File: config.mk
export PLATFORM = sky130hd
export DESIGN_NAME = piecewise_linear_colour_map_top_flat
export DESIGN_NICKNAME = d
export VERILOG_FILES = /design/src/design/plcm_pkg.sv /design/src/design/plcm_req_if.sv /design/src/design/plcm_rsp_if.sv /design/src/design/plcm_div.sv /design/src/design/plcm_ctrl.sv /design/src/design/piecewise_linear_colour_map_top.sv /design/src/flat_wrapper.sv
export SDC_FILE = /design/constraint.sdc
export NUM_CORES = 2
export LEC_CHECK = 0
export BUFFER_PORTS_ARGS = -buffer_cell sky130_fd_sc_hd__buf_2
export CAP_MARGIN = 20
export CORE_MARGIN = 2
export CORE_UTILIZATION = 61
export CTS_BUF_LIST = sky130_fd_sc_hd__clkbuf_4
export DETAILED_ROUTE_END_ITERATION = 7
export GPL_TIMING_DRIVEN = 0
export HOLD_SLACK_MARGIN = 0.15
export PLACE_DENSITY_LB_ADDON = 0.1
export REMOVE_ABC_BUFFERS = 1
export SLEW_MARGIN = 20
export SYNTH_ARGS = -nofsm -noshare
export SYNTH_HDL_FRONTEND = slang
export SYNTH_HIERARCHICAL = 1
export SYNTH_SLANG_ARGS = --single-unit
File: constraint.sdc
create_clock -name clk -period 11.45 [get_ports clk]
set_input_delay 1.7175 -clock clk [delete_from_list [all_inputs] [get_ports clk]]
set_output_delay 1.7175 -clock clk [all_outputs]
set_load 0.02 [all_outputs]
File: src/design/plcm_pkg.sv
// ============================================================================
// plcm_pkg - colour map shared definitions
// Widths, request codes, register indexes and the structs passed between
// the sequencer, the serial divider and the top level.
// ============================================================================
package plcm_pkg;

    localparam int NUM_ENTRIES_DEF = 8;

    localparam int REQ_W    = 2;
    localparam int SAMPLE_W = 16;
    localparam int POS_W    = 17;     // Q16 position, 65536 is one
    localparam int CH_W     = 8;
    localparam int COL_W    = 3 * CH_W;
    localparam int FRAC_W   = 16;

    // signed sample position t and the difference t - p0
    localparam int T_W    = SAMPLE_W + FRAC_W + 2;
    localparam int DIFF_W = T_W + 1;

    // serial divider: {num, 16 zero bits} / den, both magnitudes
    localparam int DIV_DEN_W = POS_W;
    localparam int DIV_NUM_W = DIV_DEN_W + FRAC_W;
    localparam int DIV_REM_W = DIV_DEN_W + 1;

    // configuration port
    localparam int DATA_W     = 32;
    localparam int CFG_ADDR_W = 3;
    localparam int REG_IDX_W  = 1;

    localparam logic [REG_IDX_W-1:0] REG_RANGE_LOW  = 1'b0;
    localparam logic [REG_IDX_W-1:0] REG_RANGE_HIGH = 1'b1;

    localparam logic [SAMPLE_W-1:0] RANGE_LOW_RST  = 16'h0000;
    localparam logic [SAMPLE_W-1:0] RANGE_HIGH_RST = 16'hFFFF;

    localparam logic [REQ_W-1:0] REQ_CLEAR  = 2'd0;
    localparam logic [REQ_W-1:0] REQ_APPEND = 2'd1;
    localparam logic [REQ_W-1:0] REQ_MAP    = 2'd2;

    localparam logic [POS_W-1:0] ONE_Q16      = 17'h10000;
    localparam logic [CH_W-1:0]  ALPHA_OPAQUE = 8'hFF;

    typedef struct packed {
        logic                 start;
        logic [DIV_DEN_W-1:0] num;
        logic [DIV_DEN_W-1:0] den;
    } div_cmd_t;

    typedef struct packed {
        logic                 done;
        logic [DIV_NUM_W-1:0] quot;
    } div_rsp_t;

    typedef struct packed {
        logic [CH_W-1:0] red;
        logic [CH_W-1:0] green;
        logic [CH_W-1:0] blue;
        logic [CH_W-1:0] alpha;
    } res_t;

endpackage

File: src/design/plcm_req_if.sv
// ============================================================================
// plcm_req_if - request channel
// valid/ready channel carrying one table or map request.
// ============================================================================
interface plcm_req_if
    import plcm_pkg::*;
();
    logic                valid;
    logic                ready;
    logic [REQ_W-1:0]    req_type;
    logic [SAMPLE_W-1:0] sample;
    logic [POS_W-1:0]    point_position;
    logic [CH_W-1:0]     point_red;
    logic [CH_W-1:0]     point_green;
    logic [CH_W-1:0]     point_blue;

    modport source (
        output valid, req_type, sample, point_position,
               point_red, point_green, point_blue,
        input  ready
    );

    modport sink (
        input  valid, req_type, sample, point_position,
               point_red, point_green, point_blue,
        output ready
    );
endinterface

File: src/design/plcm_rsp_if.sv
// ============================================================================
// plcm_rsp_if - result channel
// valid/ready channel carrying one RGBA colour.
// ============================================================================
interface plcm_rsp_if
    import plcm_pkg::*;
();
    logic            valid;
    logic            ready;
    logic [CH_W-1:0] red;
    logic [CH_W-1:0] green;
    logic [CH_W-1:0] blue;
    logic [CH_W-1:0] alpha;

    modport source (
        output valid, red, green, blue, alpha,
        input  ready
    );

    modport sink (
        input  valid, red, green, blue, alpha,
        output ready
    );
endinterface

File: src/design/plcm_div.sv
// ============================================================================
// plcm_div - serial restoring divider
// Divides {num, 16 zero bits} by den, one quotient bit per cycle.
// ============================================================================
module plcm_div
    import plcm_pkg::*;
(
    input  logic     clk,
    input  logic     rst_n,
    input  div_cmd_t cmd,
    output div_rsp_t rsp
);

    localparam int STEP_W = $clog2(DIV_NUM_W + 1);

    logic                 busy_reg;
    logic                 done_reg;
    logic [STEP_W-1:0]    step_reg;
    logic [DIV_REM_W-1:0] rem_reg;
    logic [DIV_NUM_W-1:0] quo_reg;
    logic [DIV_DEN_W-1:0] den_reg;

    logic [DIV_REM_W-1:0] shifted;
    logic [DIV_REM_W-1:0] diff;
    logic                 fits;

    assign shifted = {rem_reg[DIV_REM_W-2:0], quo_reg[DIV_NUM_W-1]};
    assign diff    = shifted - {1'b0, den_reg};
    assign fits    = shifted >= {1'b0, den_reg};

    always_ff @(posedge clk or negedge rst_n)
    begin
        if (!rst_n)
        begin
            busy_reg <= 1'b0;
            done_reg <= 1'b0;
            step_reg <= '0;
        end
        else
        begin
            done_reg <= 1'b0;
            if (cmd.start)
            begin
                busy_reg <= 1'b1;
                step_reg <= STEP_W'(DIV_NUM_W);
            end
            else if (busy_reg)
            begin
                step_reg <= step_reg - 1'b1;
                if (step_reg == STEP_W'(1))
                begin
                    busy_reg <= 1'b0;
                    done_reg <= 1'b1;
                end
            end
        end
    end

    always_ff @(posedge clk)
    begin
        if (cmd.start)
        begin
            rem_reg <= '0;
            quo_reg <= {cmd.num, {FRAC_W{1'b0}}};
            den_reg <= cmd.den;
        end
        else if (busy_reg)
        begin
            rem_reg <= fits ? diff : shifted;
            quo_reg <= {quo_reg[DIV_NUM_W-2:0], fits};
        end
    end

    assign rsp.done = done_reg;
    assign rsp.quot = quo_reg;

endmodule

File: src/design/plcm_ctrl.sv
// ============================================================================
// plcm_ctrl - point table and map sequencer
// Holds the control points and steps one map request through normalize,
// point search, weight and per-channel blend using the shared divider.
// ============================================================================
module plcm_ctrl
    import plcm_pkg::*;
#(
    parameter int NUM_ENTRIES = NUM_ENTRIES_DEF
)
(
    input  logic                clk,
    input  logic                rst_n,
    input  logic [SAMPLE_W-1:0] range_low,
    input  logic [SAMPLE_W-1:0] range_high,
    plcm_req_if.sink            req,
    output div_cmd_t            div_cmd,
    input  div_rsp_t            div_rsp,
    output logic                res_valid,
    input  logic                res_ready,
    output res_t                res
);

    localparam int CNT_W = $clog2(NUM_ENTRIES + 1);
    localparam int IDX_W = $clog2(NUM_ENTRIES);
    localparam int ENT_W = POS_W + COL_W;
    localparam int MIX_W = CH_W + POS_W;

    localparam logic [1:0] CH_RED   = 2'd0;
    localparam logic [1:0] CH_GREEN = 2'd1;
    localparam logic [1:0] CH_BLUE  = 2'd2;

    typedef enum logic [11:0] {
        S_IDLE     = 12'b0000_0000_0001,
        S_TDIV     = 12'b0000_0000_0010,
        S_TWAIT    = 12'b0000_0000_0100,
        S_SCAN_RD  = 12'b0000_0000_1000,
        S_SCAN_CMP = 12'b0000_0001_0000,
        S_SEG_RD0  = 12'b0000_0010_0000,
        S_SEG_RD1  = 12'b0000_0100_0000,
        S_SEG_LAT  = 12'b0000_1000_0000,
        S_WDEC     = 12'b0001_0000_0000,
        S_WWAIT    = 12'b0010_0000_0000,
        S_MIX      = 12'b0100_0000_0000,
        S_DONE     = 12'b1000_0000_0000
    } state_t;

    // a*(1-w) + b*w in Q16, truncated
    function automatic logic [CH_W-1:0] blend(
        input logic [CH_W-1:0]  a,
        input logic [CH_W-1:0]  b,
        input logic [POS_W-1:0] w
    );
        logic [MIX_W-1:0] sum;
        sum = {{POS_W{1'b0}}, a} * {{CH_W{1'b0}}, ONE_Q16 - w}
            + {{POS_W{1'b0}}, b} * {{CH_W{1'b0}}, w};
        return sum[FRAC_W+CH_W-1:FRAC_W];
    endfunction

    state_t state_reg;
    state_t state_next;

    logic [CNT_W-1:0]     count_reg;
    logic [ENT_W-1:0]     mem [NUM_ENTRIES];
    logic [ENT_W-1:0]     mem_q_reg;
    logic [IDX_W-1:0]     rd_addr;

    logic [SAMPLE_W-1:0]  sample_reg;
    logic signed [T_W-1:0] t_reg;
    logic                 neg_reg;
    logic                 single_reg;
    logic [IDX_W-1:0]     idx_reg;
    logic [IDX_W-1:0]     lo_reg;
    logic [POS_W-1:0]     p0_reg;
    logic [COL_W-1:0]     c0_reg;
    logic [COL_W-1:0]     c1_reg;
    logic [DIFF_W-1:0]    diff_reg;
    logic [POS_W:0]       den_reg;
    logic [POS_W-1:0]     w_reg;
    logic [1:0]           ch_reg;
    res_t                 res_reg;

    logic                 accept;
    logic                 full;
    logic                 wr_en;
    logic [POS_W-1:0]     ent_pos;
    logic [COL_W-1:0]     ent_col;
    logic [POS_W-1:0]     t_num;
    logic [POS_W-1:0]     t_den;
    logic [POS_W-1:0]     t_num_mag;
    logic [POS_W-1:0]     t_den_mag;
    logic [T_W-1:0]       q_ext;
    logic                 scan_last;
    logic [CNT_W-1:0]     lo_max;
    logic [IDX_W-1:0]     lo_clamp;
    logic [DIFF_W-1:0]    diff_neg;
    logic [DIFF_W-1:0]    diff_mag;
    logic [POS_W:0]       den_neg;
    logic [POS_W-1:0]     den_mag;
    logic                 w_zero;
    logic                 w_full;
    logic [CH_W-1:0]      ch_a;
    logic [CH_W-1:0]      ch_b;
    logic [CH_W-1:0]      ch_mix;

    assign accept  = req.valid && req.ready;
    assign full    = count_reg == CNT_W'(NUM_ENTRIES);
    assign wr_en   = accept && (req.req_type == REQ_APPEND) && !full;
    assign ent_pos = mem_q_reg[ENT_W-1:COL_W];
    assign ent_col = mem_q_reg[COL_W-1:0];

    // sample normalize operands, 17-bit two's complement
    assign t_num     = {1'b0, sample_reg} - {1'b0, range_low};
    assign t_den     = {1'b0, range_high} - {1'b0, range_low};
    assign t_num_mag = t_num[POS_W-1] ? -t_num : t_num;
    assign t_den_mag = t_den[POS_W-1] ? -t_den : t_den;
    assign q_ext     = {1'b0, div_rsp.quot};

    assign scan_last = CNT_W'(idx_reg) == (count_reg - 1'b1);
    assign lo_max    = count_reg - CNT_W'(2);
    assign lo_clamp  = (CNT_W'(lo_reg) > lo_max) ? lo_max[IDX_W-1:0] : lo_reg;

    // weight decision: negative or zero gives 0, |diff| >= |den| saturates
    assign diff_neg = -diff_reg;
    assign diff_mag = diff_reg[DIFF_W-1] ? diff_neg : diff_reg;
    assign den_neg  = -den_reg;
    assign den_mag  = den_reg[POS_W] ? den_neg[POS_W-1:0] : den_reg[POS_W-1:0];
    assign w_zero   = (den_reg == '0) || (diff_reg == '0)
                    || (diff_reg[DIFF_W-1] ^ den_reg[POS_W]);
    assign w_full   = diff_mag >= {{(DIFF_W-POS_W){1'b0}}, den_mag};

    always_comb
    begin
        case (ch_reg)
            CH_RED:
            begin
                ch_a = c0_reg[3*CH_W-1:2*CH_W];
                ch_b = c1_reg[3*CH_W-1:2*CH_W];
            end
            CH_GREEN:
            begin
                ch_a = c0_reg[2*CH_W-1:CH_W];
                ch_b = c1_reg[2*CH_W-1:CH_W];
            end
            default:
            begin
                ch_a = c0_reg[CH_W-1:0];
                ch_b = c1_reg[CH_W-1:0];
            end
        endcase
    end

    assign ch_mix = blend(ch_a, ch_b, w_reg);

    always_comb
    begin
        case (state_reg)
            S_SCAN_RD: rd_addr = idx_reg;
            S_SEG_RD0: rd_addr = single_reg ? '0 : lo_clamp;
            S_SEG_RD1: rd_addr = IDX_W'(lo_reg + 1'b1);
            default:   rd_addr = idx_reg;
        endcase
    end

    always_comb
    begin
        div_cmd.start = 1'b0;
        div_cmd.num   = t_num_mag;
        div_cmd.den   = t_den_mag;
        if (state_reg == S_TDIV)
        begin
            div_cmd.start = t_den != '0;
        end
        else if (state_reg == S_WDEC)
        begin
            div_cmd.start = !w_zero && !w_full;
            div_cmd.num   = diff_mag[POS_W-1:0];
            div_cmd.den   = den_mag;
        end
    end

    always_comb
    begin
        state_next = state_reg;
        case (state_reg)
            S_IDLE:
            begin
                if (accept && req.req_type == REQ_MAP)
                begin
                    if (count_reg == '0)
                        state_next = S_DONE;
                    else if (count_reg == CNT_W'(1))
                        state_next = S_SEG_RD0;
                    else
                        state_next = S_TDIV;
                end
            end
            S_TDIV:     state_next = (t_den == '0) ? S_SCAN_RD : S_TWAIT;
            S_TWAIT:    state_next = div_rsp.done ? S_SCAN_RD : S_TWAIT;
            S_SCAN_RD:  state_next = S_SCAN_CMP;
            S_SCAN_CMP: state_next = scan_last ? S_SEG_RD0 : S_SCAN_RD;
            S_SEG_RD0:  state_next = S_SEG_RD1;
            S_SEG_RD1:  state_next = single_reg ? S_MIX : S_SEG_LAT;
            S_SEG_LAT:  state_next = S_WDEC;
            S_WDEC:     state_next = (w_zero || w_full) ? S_MIX : S_WWAIT;
            S_WWAIT:    state_next = div_rsp.done ? S_MIX : S_WWAIT;
            S_MIX:      state_next = (ch_reg == CH_BLUE) ? S_DONE : S_MIX;
            S_DONE:     state_next = res_ready ? S_IDLE : S_DONE;
            default:    state_next = S_IDLE;
        endcase
    end

    always_ff @(posedge clk or negedge rst_n)
    begin
        if (!rst_n)
        begin
            state_reg <= S_IDLE;
            count_reg <= '0;
        end
        else
        begin
            state_reg <= state_next;
            if (accept && req.req_type == REQ_CLEAR)
                count_reg <= '0;
            else if (wr_en)
                count_reg <= count_reg + 1'b1;
        end
    end

    // point table: one write port, one registered read port
    always_ff @(posedge clk)
    begin
        if (wr_en)
        begin
            mem[count_reg[IDX_W-1:0]] <= {req.point_position, req.point_red,
                                          req.point_green, req.point_blue};
        end
        mem_q_reg <= mem[rd_addr];
    end

    always_ff @(posedge clk)
    begin
        case (state_reg)
            S_IDLE:
            begin
                sample_reg <= req.sample;
                single_reg <= count_reg == CNT_W'(1);
                lo_reg     <= '0;
                res_reg    <= '0;
            end
            S_TDIV:
            begin
                neg_reg <= t_num[POS_W-1] ^ t_den[POS_W-1];
                t_reg   <= '0;
                idx_reg <= '0;
            end
            S_TWAIT:
            begin
                if (div_rsp.done)
                    t_reg <= neg_reg ? -q_ext : q_ext;
            end
            S_SCAN_CMP:
            begin
                if (t_reg >= $signed({{(T_W-POS_W){1'b0}}, ent_pos}))
                    lo_reg <= idx_reg;
                idx_reg <= IDX_W'(idx_reg + 1'b1);
            end
            S_SEG_RD0:
            begin
                if (!single_reg)
                    lo_reg <= lo_clamp;
            end
            S_SEG_RD1:
            begin
                p0_reg <= ent_pos;
                c0_reg <= ent_col;
                c1_reg <= ent_col;
                w_reg  <= '0;
                ch_reg <= CH_RED;
            end
            S_SEG_LAT:
            begin
                c1_reg   <= ent_col;
                diff_reg <= {t_reg[T_W-1], t_reg} - {{(DIFF_W-POS_W){1'b0}}, p0_reg};
                den_reg  <= {1'b0, ent_pos} - {1'b0, p0_reg};
            end
            S_WDEC:
            begin
                w_reg <= (!w_zero && w_full) ? ONE_Q16 : '0;
            end
            S_WWAIT:
            begin
                if (div_rsp.done)
                    w_reg <= div_rsp.quot[POS_W-1:0];
            end
            S_MIX:
            begin
                case (ch_reg)
                    CH_RED:   res_reg.red   <= ch_mix;
                    CH_GREEN: res_reg.green <= ch_mix;
                    default:  res_reg.blue  <= ch_mix;
                endcase
                res_reg.alpha <= ALPHA_OPAQUE;
                ch_reg        <= ch_reg + 1'b1;
            end
            default:
            begin
            end
        endcase
    end

    assign req.ready = state_reg == S_IDLE;
    assign res_valid = state_reg == S_DONE;
    assign res       = res_reg;

endmodule

File: src/design/piecewise_linear_colour_map_top.sv
// ============================================================================
// piecewise_linear_colour_map_top - piecewise-linear colour map
// Control-point table with a serial-divide map engine, APB range registers
// and a registered result channel.
// ============================================================================
//
//  channel  dir  handshake              carries
//  -------  ---  ---------------------  -------------------------------------
//  req      in   valid & ready          req_type, sample, point position/RGB
//  rsp      out  valid & ready          red, green, blue, alpha
//  apb      in   psel & penable & pwr   range_low (0x0), range_high (0x4)
//
//  Clear and append requests leave the engine idle, so ready stays high.
//  A map request uses the 33-step serial divider up to twice (sample
//  normalize, then segment weight) and reads each stored point in its
//  search through the single-port table. Empty or single-point tables
//  skip the divides.
//  The result sits in an output register; a stall on rsp holds it and the
//  engine waits only when a second result is ready before the first is taken.
//  Reset is asynchronous; it empties the table and restores the range to
//  the full 16-bit span. The table itself has no clearing pass.
//
module piecewise_linear_colour_map_top
    import plcm_pkg::*;
#(
    parameter int NUM_ENTRIES = NUM_ENTRIES_DEF
)
(
    input  logic                  clk,
    input  logic                  rst_n,

    input  logic                  psel,
    input  logic                  penable,
    input  logic                  pwrite,
    input  logic [CFG_ADDR_W-1:0] paddr,
    input  logic [DATA_W-1:0]     pwdata,
    output logic [DATA_W-1:0]     prdata,
    output logic                  pready,

    plcm_req_if.sink              req,
    plcm_rsp_if.source            rsp
);

    logic [SAMPLE_W-1:0]  range_low_reg;
    logic [SAMPLE_W-1:0]  range_high_reg;
    logic [REG_IDX_W-1:0] cfg_idx;
    logic                 cfg_wr;

    div_cmd_t div_cmd;
    div_rsp_t div_rsp;

    logic res_valid;
    logic res_ready;
    res_t res;

    logic out_valid_reg;
    res_t out_data_reg;

    // ------------------------------------------------------------------
    // Range registers. Zero-wait APB; write lands on the access cycle.
    // ------------------------------------------------------------------
    assign pready  = 1'b1;
    assign cfg_idx = paddr[CFG_ADDR_W-1:2];
    assign cfg_wr  = psel && penable && pwrite;

    always_ff @(posedge clk or negedge rst_n)
    begin
        if (!rst_n)
        begin
            range_low_reg  <= RANGE_LOW_RST;
            range_high_reg <= RANGE_HIGH_RST;
        end
        else if (cfg_wr)
        begin
            case (cfg_idx)
                REG_RANGE_LOW:  range_low_reg  <= pwdata[SAMPLE_W-1:0];
                REG_RANGE_HIGH: range_high_reg <= pwdata[SAMPLE_W-1:0];
                default:
                begin
                end
            endcase
        end
    end

    always_comb
    begin
        case (cfg_idx)
            REG_RANGE_HIGH: prdata = {{(DATA_W-SAMPLE_W){1'b0}}, range_high_reg};
            default:        prdata = {{(DATA_W-SAMPLE_W){1'b0}}, range_low_reg};
        endcase
    end

    // ------------------------------------------------------------------
    // Map engine and its shared divider
    // ------------------------------------------------------------------
    plcm_ctrl #(
        .NUM_ENTRIES (NUM_ENTRIES)
    ) u_ctrl (
        .clk        (clk),
        .rst_n      (rst_n),
        .range_low  (range_low_reg),
        .range_high (range_high_reg),
        .req        (req),
        .div_cmd    (div_cmd),
        .div_rsp    (div_rsp),
        .res_valid  (res_valid),
        .res_ready  (res_ready),
        .res        (res)
    );

    plcm_div u_div (
        .clk   (clk),
        .rst_n (rst_n),
        .cmd   (div_cmd),
        .rsp   (div_rsp)
    );

    // ------------------------------------------------------------------
    // Output register: engine hands over whenever the slot is free or
    // being drained this cycle.
    // ------------------------------------------------------------------
    assign res_ready = !out_valid_reg || rsp.ready;

    always_ff @(posedge clk or negedge rst_n)
    begin
        if (!rst_n)
            out_valid_reg <= 1'b0;
        else if (res_valid && res_ready)
            out_valid_reg <= 1'b1;
        else if (rsp.ready)
            out_valid_reg <= 1'b0;
    end

    always_ff @(posedge clk)
    begin
        if (res_valid && res_ready)
            out_data_reg <= res;
    end

    assign rsp.valid = out_valid_reg;
    assign rsp.red   = out_data_reg.red;
    assign rsp.green = out_data_reg.green;
    assign rsp.blue  = out_data_reg.blue;
    assign rsp.alpha = out_data_reg.alpha;

endmodule

File: src/flat_wrapper.sv
// flat-port wrapper written by rule: the top's interface ports become plain ports
module piecewise_linear_colour_map_top_flat import plcm_pkg::*;
#(
    parameter int NUM_ENTRIES = NUM_ENTRIES_DEF
)
  (clk, rst_n, psel, penable, pwrite, paddr, pwdata, prdata, pready, req_valid, req_req_type, req_sample, req_point_position, req_point_red, req_point_green, req_point_blue, req_ready, rsp_valid, rsp_red, rsp_green, rsp_blue, rsp_alpha, rsp_ready);
  plcm_req_if req_i ();
  plcm_rsp_if rsp_i ();
  input  logic clk;
  input  logic rst_n;
  input  logic psel;
  input  logic penable;
  input  logic pwrite;
  input  logic [CFG_ADDR_W-1:0] paddr;
  input  logic [DATA_W-1:0] pwdata;
  output logic [DATA_W-1:0] prdata;
  output logic pready;
  input wire logic [$bits(req_i.valid)-1:0] req_valid;
  input wire logic [$bits(req_i.req_type)-1:0] req_req_type;
  input wire logic [$bits(req_i.sample)-1:0] req_sample;
  input wire logic [$bits(req_i.point_position)-1:0] req_point_position;
  input wire logic [$bits(req_i.point_red)-1:0] req_point_red;
  input wire logic [$bits(req_i.point_green)-1:0] req_point_green;
  input wire logic [$bits(req_i.point_blue)-1:0] req_point_blue;
  output wire logic [$bits(req_i.ready)-1:0] req_ready;
  output wire logic [$bits(rsp_i.valid)-1:0] rsp_valid;
  output wire logic [$bits(rsp_i.red)-1:0] rsp_red;
  output wire logic [$bits(rsp_i.green)-1:0] rsp_green;
  output wire logic [$bits(rsp_i.blue)-1:0] rsp_blue;
  output wire logic [$bits(rsp_i.alpha)-1:0] rsp_alpha;
  input wire logic [$bits(rsp_i.ready)-1:0] rsp_ready;
  assign req_i.valid = req_valid;
  assign req_i.req_type = req_req_type;
  assign req_i.sample = req_sample;
  assign req_i.point_position = req_point_position;
  assign req_i.point_red = req_point_red;
  assign req_i.point_green = req_point_green;
  assign req_i.point_blue = req_point_blue;
  assign req_ready = req_i.ready;
  assign rsp_valid = rsp_i.valid;
  assign rsp_red = rsp_i.red;
  assign rsp_green = rsp_i.green;
  assign rsp_blue = rsp_i.blue;
  assign rsp_alpha = rsp_i.alpha;
  assign rsp_i.ready = rsp_ready;
  piecewise_linear_colour_map_top #(.NUM_ENTRIES(NUM_ENTRIES)) u_core (.clk(clk), .rst_n(rst_n), .psel(psel), .penable(penable), .pwrite(pwrite), .paddr(paddr), .pwdata(pwdata), .prdata(prdata), .pready(pready), .req(req_i), .rsp(rsp_i));
endmodule
==> impl_results.md <==
- Status: complete, no violations
- DRC: 0
- Die span in x: 273 µm
- Tcrit/Tclk final: 81.0%
- Post-synthesis sequential area ratio: 48.5%
- Htree depth: 4
- Sw Pwr: 3.38 mW
- Final Hold Vio Count: 0
- Final min period: 9.27 ns
- #FFs+latches synth: 745
- CP Data Arrival Time: 9.94 ns
- Global-route wire length before repair: 161 mm
- Gate count of the mapped netlist: 3,750
- Ranking of synthesized cells by area: edfxtp_1, fa_1, ha_1
- Worst VDD drop: 0.124 mV
- Seq pwr share: 38.3%
- Pin count of the biggest net entering global routing: 61
- Clock skew: 0.0868 ns
- Vias in the first global route: 30,100
- Share of layout cells above drive strength 1: 14.8%
- CP startpoint kind: flip-flop
- RSZ-0062 raised after global routing: false
- Max FO, Critical Path: 13
- Clock Path Buffers: 3
- GRT Total Usage: 27.8%
- Antenna violations before repair: 9
- Asr flop ratio synth: 7.65%
- Multi-input gate area: 0.0207 mm²
- Final Core Density: 68.0%
- Int Power: 5.85 mW
- PwrDens: 190 mW/mm²
- Most frequent cell after synthesis: edfxtp_1
- Initial drt markers: 2,336
- Synth cell count leaders: edfxtp_1, nand2_1, inv_1
- Sw Ratio: 36.6%
- Max-slew violation count: 0
- Drt wl/cell: 20.2 µm
- Vias per cell: 5.90
- Non-filler cells, final: 5,072
- CTS clk-pin slew, worst paths: 0.07 ns
- Area leader, netlist: edfxtp_1
- Main synth FF type: edfxtp_1
- Fmax: 108 MHz
- Setup violations, final: 0
- Placed cells: 4,729
- Die ar.: 0.0743 mm²
- CTS tree: done
- Max_cap viols: 0
- Drt pass-1 iters: 6
- Vias: 29,900
- Worst slew margin: 22.8%
- FILL cells: 5,382
- HP Class: reg2reg
- Syn. warnings: 6
- WL final: 102 mm
- Starting Density: 61.6%
- Die H: 273 µm
- Logic pwr share: 37.1%
- GR Overflow Total: 0
- Synth top area share: 41.9%
- Max reg flops: 328
- CTS Buf Count: 183
- CP required: 12.11 ns
- Worst slew pin tran: 1.13 ns
- CP endpoint kind: flip-flop
- Port Buffers: 132
- Nets: 4,497
- Per-instance average area after synthesis: 11.7 µm²
- Rows: 98
- CTS Sinks: 745
- CTS Root Cell: clkbuf_4
- Placer Congestion: 0.928
- Synthesized cell area: 0.0440 mm²
- I/O pin total: 168
- Yosys cell types: 103
- Setup bufs post-CTS: 0
- Core box area: 0.0715 mm²
- Number of flops mapped to enable cells by yosys: 614
- Clock share of power: 24.5%
- Storage element area: 0.0214 mm²
- Cells resized by post-CTS repair: 0
- Layout area overhead: 10.4%
- Hold buffers post-CTS: 0
- Post-DP HPWL: 74.1 mm
- Critical path type: reg2reg
- Leak Pwr: 19.3 nW
- ANT nets after route: 0
- Worst skew pair latency: 1.04 ns
[power by group through the flow]
| stage | Combinational [mW] | Clock (mW) | Sequential (mW) |
|---|---|---|---|
| finish | 3.43 | 2.27 | 3.54 |
| global route | 3.81 | 2.48 | 3.57 |
| CTS | 3.43 | 2.34 | 3.54 |
| detailed placement | 3.40 | 0 | 3.59 |
| global placement | 3.28 | 0 | 3.58 |
| floorplan | 2.50 | 0 | 3.52 |
[cells in the final DEF, fill, tap and decap left out, drive strengths merged, types with 14 or more instances in the layout]
| cell type | instances |
|---|---|
| nand4 | 25 |
| clkinv | 48 |
| a21oi | 93 |
| xor2 | 110 |
| nor3b | 17 |
| clkbuf | 278 |
| inv | 371 |
| and3 | 25 |
| dfstp | 17 |
| a211oi | 21 |
| conb | 17 |
| dfrtp | 40 |
| o21a | 28 |
| dfxtp | 74 |
| a21o | 39 |
| ha | 208 |
| o21ai | 88 |
| xnor2 | 110 |
| fa | 223 |
| a32o | 41 |
| a221oi | 46 |
| mux2i | 172 |
| or4 | 15 |
| buf | 178 |
| nor2b | 23 |
| nand2b | 27 |
| o31ai | 26 |
| nor4 | 23 |
| mux2 | 51 |
| a22o | 27 |
| edfxtp | 614 |
| a211o | 14 |
| nor3 | 50 |
| nand2 | 393 |
| a31oi | 14 |
| nand3 | 39 |
| and2 | 101 |
| nor2 | 241 |
| or3 | 27 |
[metrics by stage]
stage | hold slack (ns) | setup TNS (ns) | total power [mW] | area, µm² | setup slack (ns)
3_5_place_dp | 0.405 | 0 | 6.99 | 46000 | 2.31
3_3_place_gp | 0.402 | -50.41 | 6.86 | 45100 | -2.77
6_report | 0.391 | 0 | 9.24 | 48600 | 2.18
2_1_floorplan | 0.400 | 0 | 6.02 | 43300 | 2.06
5_1_grt | 0.404 | 0 | 9.87 | 48600 | 1.67
4_1_cts | 0.391 | 0 | 9.31 | 48500 | 2.23
[cell families after synthesis]
| group | after synthesis | synth area share (%) |
|---|---|---|
| DFF | 745 | 48.5 |
| other | 2 | 0.0171 |
| xor gates and xnor gates | 220 | 4.38 |
| buffers and inverters | 527 | 4.89 |
| adders and majority gates | 431 | 16.1 |
| and+or+nand+nor | 1055 | 11.7 |
| AOI/OAI and AO/OA | 547 | 9.15 |
| muxes | 223 | 5.31 |
[worst max-delay path, cell delays in order (launching register included)]
cell and delay [ns]:
edfxtp_1 0.64, or4_1 0.66, nor4_1 0.35, nor2b_1 0.30, nand2_1 0.18, or3_1 0.40
xor2_1 0.56, nand2_1 0.14, fa_1 0.54, fa_1 0.45, fa_1 0.52, inv_1 0.05
fa_1 0.48, fa_1 0.56, inv_1 0.07, fa_1 0.54, inv_1 0.05, ha_1 0.27
o21ai_0 0.08, a21oi_1 0.21, nand3_1 0.13, o311ai_0 0.76, nand2_1 0.23, o2111a_1 0.37
a21oi_1 0.18, xnor2_1 0.14, nor2_1 0.08
[path summary, 6_finish.rpt]
| kind | start | end | slack [ns] | cells after the start |
|---|---|---|---|---|
| max | u_core/u_ctrl/w_reg[2]$_DFFE_PP_ | u_core/u_ctrl/res[23]$_SDFFCE_PN0P_ | 2.18 | 26 |
| min | u_core/u_ctrl/res[27]$_SDFFCE_PN0P_ | u_core/rsp.red[3]$_DFFE_PP_ | 0.39 | 0 |
| max reg2reg | u_core/u_ctrl/w_reg[2]$_DFFE_PP_ | u_core/u_ctrl/res[23]$_SDFFCE_PN0P_ | 2.18 | 26 |
| min reg2reg | u_core/u_ctrl/res[27]$_SDFFCE_PN0P_ | u_core/rsp.red[3]$_DFFE_PP_ | 0.39 | 0 |
| max in group asynchronous | rst_n | u_core/u_div/busy_reg$_DFF_PN0_ | 10.07 | 1 |
| min in group asynchronous | rst_n | u_core/u_ctrl/state_reg[9]$_DFFE_PN0P_ | 0.79 | 1 |
[layer usage]
metal  part of all wire (%)  vias up  wire [µm]  GRT usage (%)
li1                       -    13800          -              -
met1                     43    14900      44000           37.7
met2                     48      986      49100           45.5
met3                    6.5      199       6640           5.12
met4                    2.5        8       2550           9.40
met5                  0.040        -         41              0
[cell type report]
class                           instances  share of cell area, %
Multi-Input combinational cell       2493                   42.6
Inverter                              364                   2.81
Antenna cell                            6                 0.0309
Clock buffer                          278                   4.29
Timing Repair Buffer                  178                   3.00
Sequential cell                       745                   44.0
Clock inverter                         58                  0.845
Tap cell                              950                   2.45
No activity file was read; power rests on OpenSTA's default activity.
